### config.mk
export PLATFORM = sky130hd
export DESIGN_NAME = hsl_to_rgb_converter
export DESIGN_NICKNAME = d
export VERILOG_FILES = /design/src/hdl/hsl_pkg.sv /design/src/hdl/hsl_pipe_ctrl.sv /design/src/hdl/hsl_pq.sv /design/src/hdl/hsl_ramp.sv /design/src/hdl/hsl_to_rgb_converter.sv
export SDC_FILE = /design/constraint.sdc
export NUM_CORES = 2
export LEC_CHECK = 0
export ABC_AREA = 1
export BUFFER_PORTS_ARGS = -buffer_cell sky130_fd_sc_hd__buf_2
export CELL_PAD_IN_SITES_DETAIL_PLACEMENT = 1
export CELL_PAD_IN_SITES_GLOBAL_PLACEMENT = 1
export CORE_ASPECT_RATIO = 1.1
export CORE_UTILIZATION = 40
export CTS_BUF_LIST = sky130_fd_sc_hd__clkbuf_2 sky130_fd_sc_hd__clkbuf_4 sky130_fd_sc_hd__clkbuf_8
export DETAILED_ROUTE_END_ITERATION = 6
export PLACE_DENSITY_LB_ADDON = 0.1
export SKIP_CTS_REPAIR_TIMING = 1
export SLEW_MARGIN = 20
export SYNTH_ARGS = -nofsm -noshare
export SYNTH_HDL_FRONTEND = slang
export SYNTH_SLANG_ARGS = --single-unit
### constraint.sdc
create_clock -name aclk -period 26.3 [get_ports aclk]
set_clock_uncertainty 0.1 [all_clocks]
set_input_delay 5.26 -clock aclk [delete_from_list [all_inputs] [get_ports aclk]]
set_output_delay 5.26 -clock aclk [all_outputs]
set_load 0.02 [all_outputs]
### src/hdl/hsl_pkg.sv
// Shared types and constants for the HSL to RGB converter.
`timescale 1ns / 1ps

package hsl_pkg;

    localparam int IN_W      = 13;
    localparam int OUT_W     = 8;
    localparam int HUE_LSB   = 0;
    localparam int SAT_LSB   = 13;
    localparam int LIT_LSB   = 26;
    localparam int S_TDATA_W = 40;
    localparam int M_TDATA_W = 24;

    // pipeline: clamp, l*s, p/q and ramp slope, slope product, scale to 8 bits
    localparam int STAGES    = 5;
    localparam int ST_CLAMP  = 0;
    localparam int ST_MUL    = 1;
    localparam int ST_RAMP   = 2;
    localparam int ST_PROD   = 3;
    localparam int ST_OUT    = 4;

    typedef struct packed {
        logic [STAGES-1:0] en;
    } pipe_ctl_t;

    typedef enum logic [1:0] {
        CH_RED   = 2'd0,
        CH_GREEN = 2'd1,
        CH_BLUE  = 2'd2
    } chan_t;

endpackage

### src/hdl/hsl_pipe_ctrl.sv
// Valid tracking and per-stage load enables for the conversion pipeline.
`timescale 1ns / 1ps

module hsl_pipe_ctrl (
    input  logic                aclk,
    input  logic                aresetn,
    input  logic                s_tvalid,
    output logic                s_tready,
    output logic                m_tvalid,
    input  logic                m_tready,
    output hsl_pkg::pipe_ctl_t  ctl
);

    logic [hsl_pkg::STAGES-1:0] valid_reg;
    logic [hsl_pkg::STAGES-1:0] valid_next;
    logic [hsl_pkg::STAGES-1:0] en;

    // a stage loads when empty or when its contents move on
    always_comb begin
        en[hsl_pkg::STAGES-1] = !valid_reg[hsl_pkg::STAGES-1] || m_tready;
        for (int i = hsl_pkg::STAGES - 2; i >= 0; i--) begin
            en[i] = !valid_reg[i] || en[i+1];
        end
    end

    always_comb begin
        valid_next    = valid_reg;
        if (en[0]) begin
            valid_next[0] = s_tvalid;
        end
        for (int i = 1; i < hsl_pkg::STAGES; i++) begin
            if (en[i]) begin
                valid_next[i] = valid_reg[i-1];
            end
        end
    end

    always_ff @(posedge aclk) begin
        if (!aresetn) begin
            valid_reg <= '0;
        end else begin
            valid_reg <= valid_next;
        end
    end

    assign s_tready = en[0];
    assign m_tvalid = valid_reg[hsl_pkg::STAGES-1];
    assign ctl.en   = en;

endmodule

### src/hdl/hsl_pq.sv
// Input clamp and the p/q terms shared by all three channels.
`timescale 1ns / 1ps

module hsl_pq #(
    parameter int FRAC_BITS = 12
) (
    input  logic                          aclk,
    input  hsl_pkg::pipe_ctl_t            ctl,
    input  logic [hsl_pkg::IN_W-1:0]      hue,
    input  logic [hsl_pkg::IN_W-1:0]      saturation,
    input  logic [hsl_pkg::IN_W-1:0]      lightness,
    output logic [FRAC_BITS:0]            hue_o,
    output logic [2*FRAC_BITS-1:0]        e_o,
    output logic [2*FRAC_BITS:0]          p2_o
);

    localparam int HW  = FRAC_BITS + 1;
    localparam int PW  = 2 * HW;
    localparam int CW  = (HW > hsl_pkg::IN_W) ? HW : hsl_pkg::IN_W;
    localparam int ONE = 1 << FRAC_BITS;

    function automatic logic [HW-1:0] clamp_one(input logic [hsl_pkg::IN_W-1:0] v);
        logic [CW-1:0] x;
        x = CW'(v);
        return (x > CW'(ONE)) ? HW'(ONE) : HW'(x);
    endfunction

    logic [HW-1:0]          h0_reg, s0_reg, l0_reg;
    logic [HW-1:0]          h1_reg, s1_reg, l1_reg;
    logic [PW-1:0]          ls1_reg, ls1_next;
    logic                   low1_reg, low1_next;
    logic [2*FRAC_BITS-1:0] e2_reg, e2_next;
    logic [2*FRAC_BITS:0]   p2_reg, p2_next;
    logic [PW-1:0]          e_full, p_full;

    always_ff @(posedge aclk) begin
        if (ctl.en[hsl_pkg::ST_CLAMP]) begin
            h0_reg <= clamp_one(hue);
            s0_reg <= clamp_one(saturation);
            l0_reg <= clamp_one(lightness);
        end
    end

    assign ls1_next  = PW'(l0_reg) * PW'(s0_reg);
    assign low1_next = ({l0_reg, 1'b0} < (HW+1)'(ONE));

    always_ff @(posedge aclk) begin
        if (ctl.en[hsl_pkg::ST_MUL]) begin
            h1_reg   <= h0_reg;
            s1_reg   <= s0_reg;
            l1_reg   <= l0_reg;
            ls1_reg  <= ls1_next;
            low1_reg <= low1_next;
        end
    end

    // e = q - l, so p = l - e and q - p = 2e
    always_comb begin
        e_full  = low1_reg ? ls1_reg
                           : PW'({s1_reg, {FRAC_BITS{1'b0}}}) - ls1_reg;
        p_full  = PW'({l1_reg, {FRAC_BITS{1'b0}}}) - e_full;
        e2_next = e_full[2*FRAC_BITS-1:0];
        p2_next = p_full[2*FRAC_BITS:0];
    end

    always_ff @(posedge aclk) begin
        if (ctl.en[hsl_pkg::ST_RAMP]) begin
            e2_reg <= e2_next;
            p2_reg <= p2_next;
        end
    end

    assign hue_o = h1_reg;
    assign e_o   = e2_reg;
    assign p2_o  = p2_reg;

endmodule

### src/hdl/hsl_ramp.sv
// One color channel: hue ramp slope, product and scale to 8 bits.
`timescale 1ns / 1ps

module hsl_ramp #(
    parameter int FRAC_BITS = 12
) (
    input  logic                       aclk,
    input  hsl_pkg::pipe_ctl_t         ctl,
    input  hsl_pkg::chan_t             chan,
    input  logic [FRAC_BITS:0]         hue_i,
    input  logic [2*FRAC_BITS-1:0]     e_i,
    input  logic [2*FRAC_BITS:0]       p2_i,
    output logic [hsl_pkg::OUT_W-1:0]  value_o
);

    localparam int HW  = FRAC_BITS + 1;
    localparam int TW  = FRAC_BITS + 4;
    localparam int MW  = 2 * FRAC_BITS + HW;
    localparam int NW  = 3 * FRAC_BITS + 2;
    localparam int SW  = NW + 8;
    localparam int RW  = SW - 3 * FRAC_BITS;
    localparam int ONE = 1 << FRAC_BITS;

    localparam logic signed [TW-1:0] ONE_S   = TW'(ONE);
    localparam logic signed [TW-1:0] TWO_S   = TW'(2 * ONE);
    localparam logic signed [TW-1:0] THREE_S = TW'(3 * ONE);
    localparam logic signed [TW-1:0] FOUR_S  = TW'(4 * ONE);
    localparam logic [RW-1:0]        MAX_V   = RW'((1 << hsl_pkg::OUT_W) - 1);

    logic signed [TW-1:0]      off, t3, tw, t2;
    logic [TW-1:0]             h3;
    logic [HW-1:0]             k_reg, k_next;
    logic [MW-1:0]             prod_reg, prod_next;
    logic [2*FRAC_BITS:0]      p3_reg;
    logic [NW-1:0]             num;
    logic [SW-1:0]             scaled;
    logic [RW-1:0]             r;
    logic [hsl_pkg::OUT_W-1:0] value_reg, value_next;

    // slope factor k in [0, ONE]: value = p + (q - p) * k / ONE
    always_comb begin
        case (chan)
            hsl_pkg::CH_RED:   off = ONE_S;
            hsl_pkg::CH_BLUE:  off = -ONE_S;
            default:           off = '0;
        endcase
        h3 = (TW'(hue_i) << 1) + TW'(hue_i);
        t3 = $signed(h3) + off;
        if (t3[TW-1]) begin
            tw = t3 + THREE_S;
        end else if (t3 > THREE_S) begin
            tw = t3 - THREE_S;
        end else begin
            tw = t3;
        end
        t2 = tw <<< 1;
        if (t2 < ONE_S) begin
            k_next = HW'(t2);
        end else if (t2 < THREE_S) begin
            k_next = HW'(ONE);
        end else if (tw < TWO_S) begin
            k_next = HW'(FOUR_S - t2);
        end else begin
            k_next = '0;
        end
    end

    always_ff @(posedge aclk) begin
        if (ctl.en[hsl_pkg::ST_RAMP]) begin
            k_reg <= k_next;
        end
    end

    assign prod_next = MW'(e_i) * MW'(k_reg);

    always_ff @(posedge aclk) begin
        if (ctl.en[hsl_pkg::ST_PROD]) begin
            prod_reg <= prod_next;
            p3_reg   <= p2_i;
        end
    end

    // value in units of 1/ONE^3, times 255, floor
    always_comb begin
        num        = NW'({p3_reg, {FRAC_BITS{1'b0}}}) + NW'({prod_reg, 1'b0});
        scaled     = {num, 8'b0} - SW'(num);
        r          = scaled[SW-1:3*FRAC_BITS];
        value_next = (r > MAX_V) ? '1 : r[hsl_pkg::OUT_W-1:0];
    end

    always_ff @(posedge aclk) begin
        if (ctl.en[hsl_pkg::ST_OUT]) begin
            value_reg <= value_next;
        end
    end

    assign value_o = value_reg;

endmodule

### src/hdl/hsl_to_rgb_converter.sv
// Top level of the HSL to RGB pixel converter.
`timescale 1ns / 1ps

// Converts one pixel per transfer from hue, saturation and lightness (unsigned
// fractions with FRAC_BITS fraction bits, 1.0 = 1 << FRAC_BITS, larger codes
// clamp to 1.0) to 8-bit red, green and blue, each floor(255 * channel value)
// with exact arithmetic. The block takes one transfer every clock cycle while
// the output side is ready. Five register stages lie between input and output:
// input clamp, the l*s multiplier, the p/q terms with each channel's hue ramp
// slope, the slope multipliers (one per channel), and the scale to 8 bits in
// the output register. Every stage carries its own valid bit and loads whenever
// it is empty or its item moves on, so bubbles are squeezed out and back
// pressure on m_tready holds items in place without loss; s_tready is low only
// while all stages are full and the output is stalled.
module hsl_to_rgb_converter #(
    parameter int FRAC_BITS = 12
) (
    input  logic                            aclk,
    input  logic                            aresetn,
    input  logic                            s_tvalid,
    output logic                            s_tready,
    // [12:0] hue, [25:13] saturation, [38:26] lightness, [39] zero
    input  logic [hsl_pkg::S_TDATA_W-1:0]   s_tdata,
    output logic                            m_tvalid,
    input  logic                            m_tready,
    // [7:0] red, [15:8] green, [23:16] blue
    output logic [hsl_pkg::M_TDATA_W-1:0]   m_tdata
);

    hsl_pkg::pipe_ctl_t          ctl;
    logic [hsl_pkg::IN_W-1:0]    hue, saturation, lightness;
    logic [FRAC_BITS:0]          hue_s1;
    logic [2*FRAC_BITS-1:0]      e_s2;
    logic [2*FRAC_BITS:0]        p2_s2;
    logic [hsl_pkg::OUT_W-1:0]   red, green, blue;

    assign hue        = s_tdata[hsl_pkg::HUE_LSB +: hsl_pkg::IN_W];
    assign saturation = s_tdata[hsl_pkg::SAT_LSB +: hsl_pkg::IN_W];
    assign lightness  = s_tdata[hsl_pkg::LIT_LSB +: hsl_pkg::IN_W];

    hsl_pipe_ctrl u_ctrl (
        .aclk     (aclk),
        .aresetn  (aresetn),
        .s_tvalid (s_tvalid),
        .s_tready (s_tready),
        .m_tvalid (m_tvalid),
        .m_tready (m_tready),
        .ctl      (ctl)
    );

    // p/q terms, shared by the three channels
    hsl_pq #(.FRAC_BITS(FRAC_BITS)) u_pq (
        .aclk       (aclk),
        .ctl        (ctl),
        .hue        (hue),
        .saturation (saturation),
        .lightness  (lightness),
        .hue_o      (hue_s1),
        .e_o        (e_s2),
        .p2_o       (p2_s2)
    );

    // red ramp at h + 1/3, green at h, blue at h - 1/3
    hsl_ramp #(.FRAC_BITS(FRAC_BITS)) u_red (
        .aclk    (aclk),
        .ctl     (ctl),
        .chan    (hsl_pkg::CH_RED),
        .hue_i   (hue_s1),
        .e_i     (e_s2),
        .p2_i    (p2_s2),
        .value_o (red)
    );

    hsl_ramp #(.FRAC_BITS(FRAC_BITS)) u_green (
        .aclk    (aclk),
        .ctl     (ctl),
        .chan    (hsl_pkg::CH_GREEN),
        .hue_i   (hue_s1),
        .e_i     (e_s2),
        .p2_i    (p2_s2),
        .value_o (green)
    );

    hsl_ramp #(.FRAC_BITS(FRAC_BITS)) u_blue (
        .aclk    (aclk),
        .ctl     (ctl),
        .chan    (hsl_pkg::CH_BLUE),
        .hue_i   (hue_s1),
        .e_i     (e_s2),
        .p2_i    (p2_s2),
        .value_o (blue)
    );

    assign m_tdata = {blue, green, red};

endmodule

==> Yosys cells after proc, flatten, opt, wreduce, memory -nomap -nowiden <==
Cells that the tools add are included.
{ "totals": {"reg_bits": 357, "output_inout_bits": 26, "wordCells": 103} }
{ "op_classes": {"n_addsub": 20, "multipliers": 4, "magnitude_cmp": 19, "muxes": 16, "bitwise": 3, "reduce_logical": 13} }
{ "op_table": {"columns": ["op", "count"], "rows": [
  ["46-bit by 38-bit subtractor with 46-bit output", 3],
  ["13-bit 2-to-1 mux", 9],
  ["37-bit by 38-bit adder with 38-bit output", 3],
  ["24-bit by 13-bit multiplier with 37-bit output", 3],
  ["16-bit by 15-bit less-than comparator with 1-bit output, second input constant", 6],
  ["16-bit 2-to-1 mux", 6],
  ["25-bit subtractor", 2],
  ["16-bit by 15-bit adder with 16-bit output, second input constant", 3],
  ["16-bit by 15-bit greater-than comparator with 1-bit output, second input constant", 3],
  ["16-bit by 14-bit less-than comparator with 1-bit output, second input constant", 3],
  ["16-bit by 15-bit subtractor with 16-bit output, second input constant", 3],
  ["13-bit greater-than comparator, second input constant", 3],
  ["1-bit by 13-bit subtractor with 13-bit output, first input constant", 3],
  ["10-bit by 8-bit greater-than comparator with 1-bit output, second input constant", 3],
  ["13-bit by 13-bit multiplier with 25-bit output", 1],
  ["25-bit 2-to-1 mux", 1],
  ["16-bit by 13-bit adder with 16-bit output, second input constant", 1],
  ["16-bit by 14-bit adder with 16-bit output, second input constant", 1],
  ["14-bit by 13-bit adder with 15-bit output", 1],
  ["14-bit by 13-bit less-than comparator with 1-bit output, second input constant", 1],
  ["3-bit OR reduction", 3],
  ["1-bit zero test", 5],
  ["1-bit logical OR", 5],
  ["1-bit inverter", 3]
]} }

==> Longest topological paths before layout <==
{ "logic_depth": {"ltp_word": 9, "mapped_depth": 28, "mapped_depth_nobuf": 28} }

==> Cells and area by module <==
Synthesis repeated with hierarchy kept, for this count alone.
{ "hier_totals": {"hier_cells": 7805, "area_unflattened_um2": 61984.4} }
{ "by_module_without_submodules": {"columns": ["module", "instances", "cells_each", "area_per_inst_um2", "seq_area_each_um2"], "rows": [
  ["hsl_ramp (u_red)", 1, 2109, 16359.4, 2432.3],
  ["hsl_ramp (u_blue)", 1, 2102, 16170.5, 2432.3],
  ["hsl_ramp (u_green)", 1, 2041, 15941.5, 2432.3],
  ["hsl_pq", 1, 1528, 13299.0, 4564.4],
  ["hsl_pipe_ctrl", 1, 23, 206.4, 100.1],
  ["hsl_to_rgb_converter", 1, 2, 7.5, 0.0]
]} }

==> Worst setup path after synthesis <==
Ideal clock, no wire load.
{ "synth_path": {"kind": "input -> output", "startpoint": "in m_tready", "endpoint": "out s_tready", "arrival_ns": 11.632, "required_time_ns": 20.940, "slack_ns": 9.308, "path_stages": 8, "cell_sequence": "nor2_1 -> inv_1 -> nor2_1 -> inv_1 -> nor2_1 -> inv_1 -> nor2_1 -> nand2_1"} }
{ "synth_lines": {"columns": ["item", "line_no", "text"], "rows": [
  ["start: declaration", "hsl_to_rgb_converter.sv:25", "input logic m_tready,"],
  ["end: declaration", "hsl_to_rgb_converter.sv:21", "output logic s_tready,"]
]} }

==> results.py <==
metrics = {
    "critical_path": {
        "crit_family": "buffers and inverters",
        "critPathArrivalTime_ns": 7.92,
        "crit_required_ns": 20.94,
        "r2r-end": "u_red.prod_reg[29]",
        "start_kind": "input pin",
        "path_class": "in2out",
        "rr_worst_depth": 21,
        "cpPeakStageDelay_ns": 0.57,
        "critical-path-slowest-cell": "inv_4",
        "crit_chain": "buf_2 > nor2_1 > inv_1 > buf_4 > nor2_1 > inv_4 > nor2_1 > clkinv_2 > nor2_1 > nand2_2 > buf_4 > buf_2",
        "cp_max_fo": 64,
        "r2r-start": "u_pq.e_o[10]",
        "critPathBufInv": 7,
        "r2r_slack_ns": 19.49,
        "crit_top_cell": "nor2_1",
        "cp-end-kind": "output port",
    },
    "sta": {
        "setup_viol": 0,
        "rsz0062_at_grt": "no",
        "fin_crit_sh_pct": 50.49,
        "tightest_slew_ns": 1.047,
        "fmax_mhz": 75.30,
        "tns_ns": 0,
        "drv_slew": 0,
        "slew_headroom_pct": 30.18,
        "hold_viol": 0,
        "fin_crit_ns": 13.28,
    },
    "job": {
        "cap_violations": 0,
    },
    "clock_tree": {
        "cts_max_path_buffers": 3,
        "htreeDepth": 3,
        "clockRootBuffer": "clkbuf_8",
        "clk_latency_ns": 0.75,
        "cts_sinks": 350,
        "cts_tree": "built",
        "cts.clk_slew.worst_paths_ns": 0.06,
        "cts_made_buffers": 71,
    },
    "grt": {
        "grt_overflow": 0,
        "grt.total_usage_pct": 23.76,
        "grt_pass1_wl_mm": 270.4,
        "grt_max_degree": 73,
        "antenna_found_initial": 2,
        "grt_pass1_vias": 49350,
    },
    "worst_hold_path": {
        "hp-start": "u_pq.p2_o[7]",
        "holdPathEnd": "u_green.p3_reg[7]",
        "hold_depth": 0,
        "min_path_type": "reg2reg",
    },
    "drt": {
        "met3WireLength_mm": 4.580,
        "avgViaCountPerCell": 4.968,
        "firstDrtPassIters": 5,
        "routedWlPerCell_um": 18.14,
        "highest_layer": "met4",
        "ant_nets": 0,
        "first_iter_violations": 2017,
        "route.layer.met1.wl_mm": 79.48,
        "drc": 0,
        "routed_wl_mm": 166.4,
        "vias": 45570,
        "wl_met2_mm": 77.59,
    },
    "layout": {
        "syn_to_final_growth_pct": 6.882,
        "nets": 8597,
        "drive_gt1_share_pct": 4.311,
    },
    "placement": {
        "hpwl_mm": 135.6,
        "io_buffers": 68,
        "place.gp.congestion": 0.8987,
    },
    "yosys": {
        "synth-compound-area-share_pct": 5.907,
        "yosys.area_share.simple_pct": 19.02,
        "synth-seq-area-share_pct": 18.32,
        "synth_nets": 8602,
        "muxShareOfSynthArea_pct": 0,
        "synth-main-ff-cell": "edfxtp_1",
        "synth-seq-cells": 350,
        "synth_area_um2": 57090,
        "synthCells": 7212,
        "ys_types": 57,
        "synth_warnings": 0,
        "synth_top_family_by_area": "adder cells",
        "synthAdderAreaFrac_pct": 39.85,
        "synth_async_sr_flop_share_pct": 0,
        "synth-xor-area-share_pct": 3.680,
        "synth_edf_count": 345,
        "synth_area_per_cell_um2": 7.916,
    },
    "floorplan": {
        "die_y_um": 398.2,
        "die_w_um": 362.2,
        "std_cell_rows": 145,
        "fp.coreArea_um2": 141900,
        "ios": 70,
        "initial_core_util_pct": 40.24,
        "dieArea_um2": 144200,
    },
    "run_status": {
        "status": "completed",
    },
}
[worst max-delay path by stage]
stage | from | end | slack, ns | depth (start not counted)
2_1_floorplan | m_tready | s_tready | 9.31 | 8
3_3_place_gp | m_tready | s_tready | 12.94 | 12
3_5_place_dp | m_tready | s_tready | 12.90 | 12
4_1_cts | m_tready | s_tready | 12.89 | 12
5_1_grt | m_tready | s_tready | 12.66 | 12
6_report | m_tready | s_tready | 13.02 | 12
[kinds of logic (layout without fill, tap and decap cells)]
group	count (synthesis)	in the layout
compound gates	594	594
xor+xnor	239	239
fa+ha+maj	1346	1346
buf+inv	2002	2050
flops	350	350
other cells	0	2
simple gates	2681	2681
[cell usage in the layout, fill, tap and decap left out, drive strengths merged, types with 88 or more instances in the layout]
cell,count
o21ai,158
xor2,163
a21oi,298
inv,1793
nand3,259
nand2,1960
nor2,302
fa,787
edfxtp,345
clkbuf,88
ha,559
buf,137
[worst register-to-register path, stage by stage, from the launching register on]
cell	delay, ns
edfxtp_1	0.64
buf_4	0.54
nand2_1	0.19
fa_1	0.56
inv_1	0.06
fa_1	0.45
fa_1	0.49
fa_1	0.50
inv_1	0.06
fa_1	0.48
inv_1	0.04
ha_1	0.36
nand2_1	0.10
nor2_1	0.19
nand4_1	0.10
o21ai_0	0.66
a21oi_1	0.24
o211ai_1	0.36
nand2_1	0.09
inv_1	0.08
nor2_1	0.05
xnor2_1	0.27
[synth_stat cells, types with 4 or more instances]
cell type,number,share of area (%)
buf_2,7,0.061
a21o_1,17,0.22
nand3_2,4,0.070
xor2_1,162,2.5
a221oi_1,7,0.11
nor2_2,5,0.055
o31ai_1,7,0.092
nand2_2,9,0.099
edfxtp_1,345,18
o221ai_1,6,0.092
o21ai_2,9,0.14
nand3b_1,8,0.11
nand3_1,255,2.2
nor3b_1,4,0.053
clkbuf_1,202,1.3
nor2_1,296,1.9
o21ai_1,14,0.12
o211ai_1,15,0.20
dfxtp_1,5,0.18
inv_1,1786,12
nand4_1,76,0.83
fa_1,787,28
o21ai_0,135,1.2
a21oi_1,295,2.6
ha_1,559,12
nand2_1,1950,13
a31oi_1,22,0.24
nor4_1,20,0.22
o21a_1,14,0.18
a21boi_0,9,0.12
nor3_1,31,0.27
xnor2_1,76,1.2
buf_4,4,0.053
or2_2,12,0.13
a211oi_1,6,0.079
o21bai_1,23,0.30
[final cells by class]
| type | count | area [µm²] |
|---|---|---|
| Fill cell | 17490 | 80860 |
| Multi-Input combinational cell | 4860 | 39090 |
| Sequential cell | 350 | 10460 |
| Inverter | 1787 | 6711 |
| Tap cell | 1911 | 2391 |
| Clock buffer | 88 | 1117 |
| Timing Repair Buffer | 137 | 858.3 |
| Clock inverter | 38 | 389.1 |
| Antenna cell | 2 | 5.005 |
[layer usage]
layer,track usage [%],vias up
met2,39.86,591
met5,0,-
met4,6.804,0
met3,1.988,174
met1,32.73,22940
li1,-,21870
[metrics by stage]
stage                     cell area (µm²)  std cells  hold slack (ns)  setup slack [ns]  utilization, %
after floorplan                     57090       7212           0.3003             9.308               -
after global placement              59510       9045           0.3017             12.94           41.94
after detailed placement            59510       9045           0.3055             12.90           41.94
after CTS                           61010       9171           0.2853             12.89           43.00
after global routing                61020       9173           0.3078             12.66           43.01
final                               61020       9173           0.2935             13.02           43.01
Power is not shown: default switching activity piles up to over one toggle a cycle in this logic, so the estimate is an artifact.
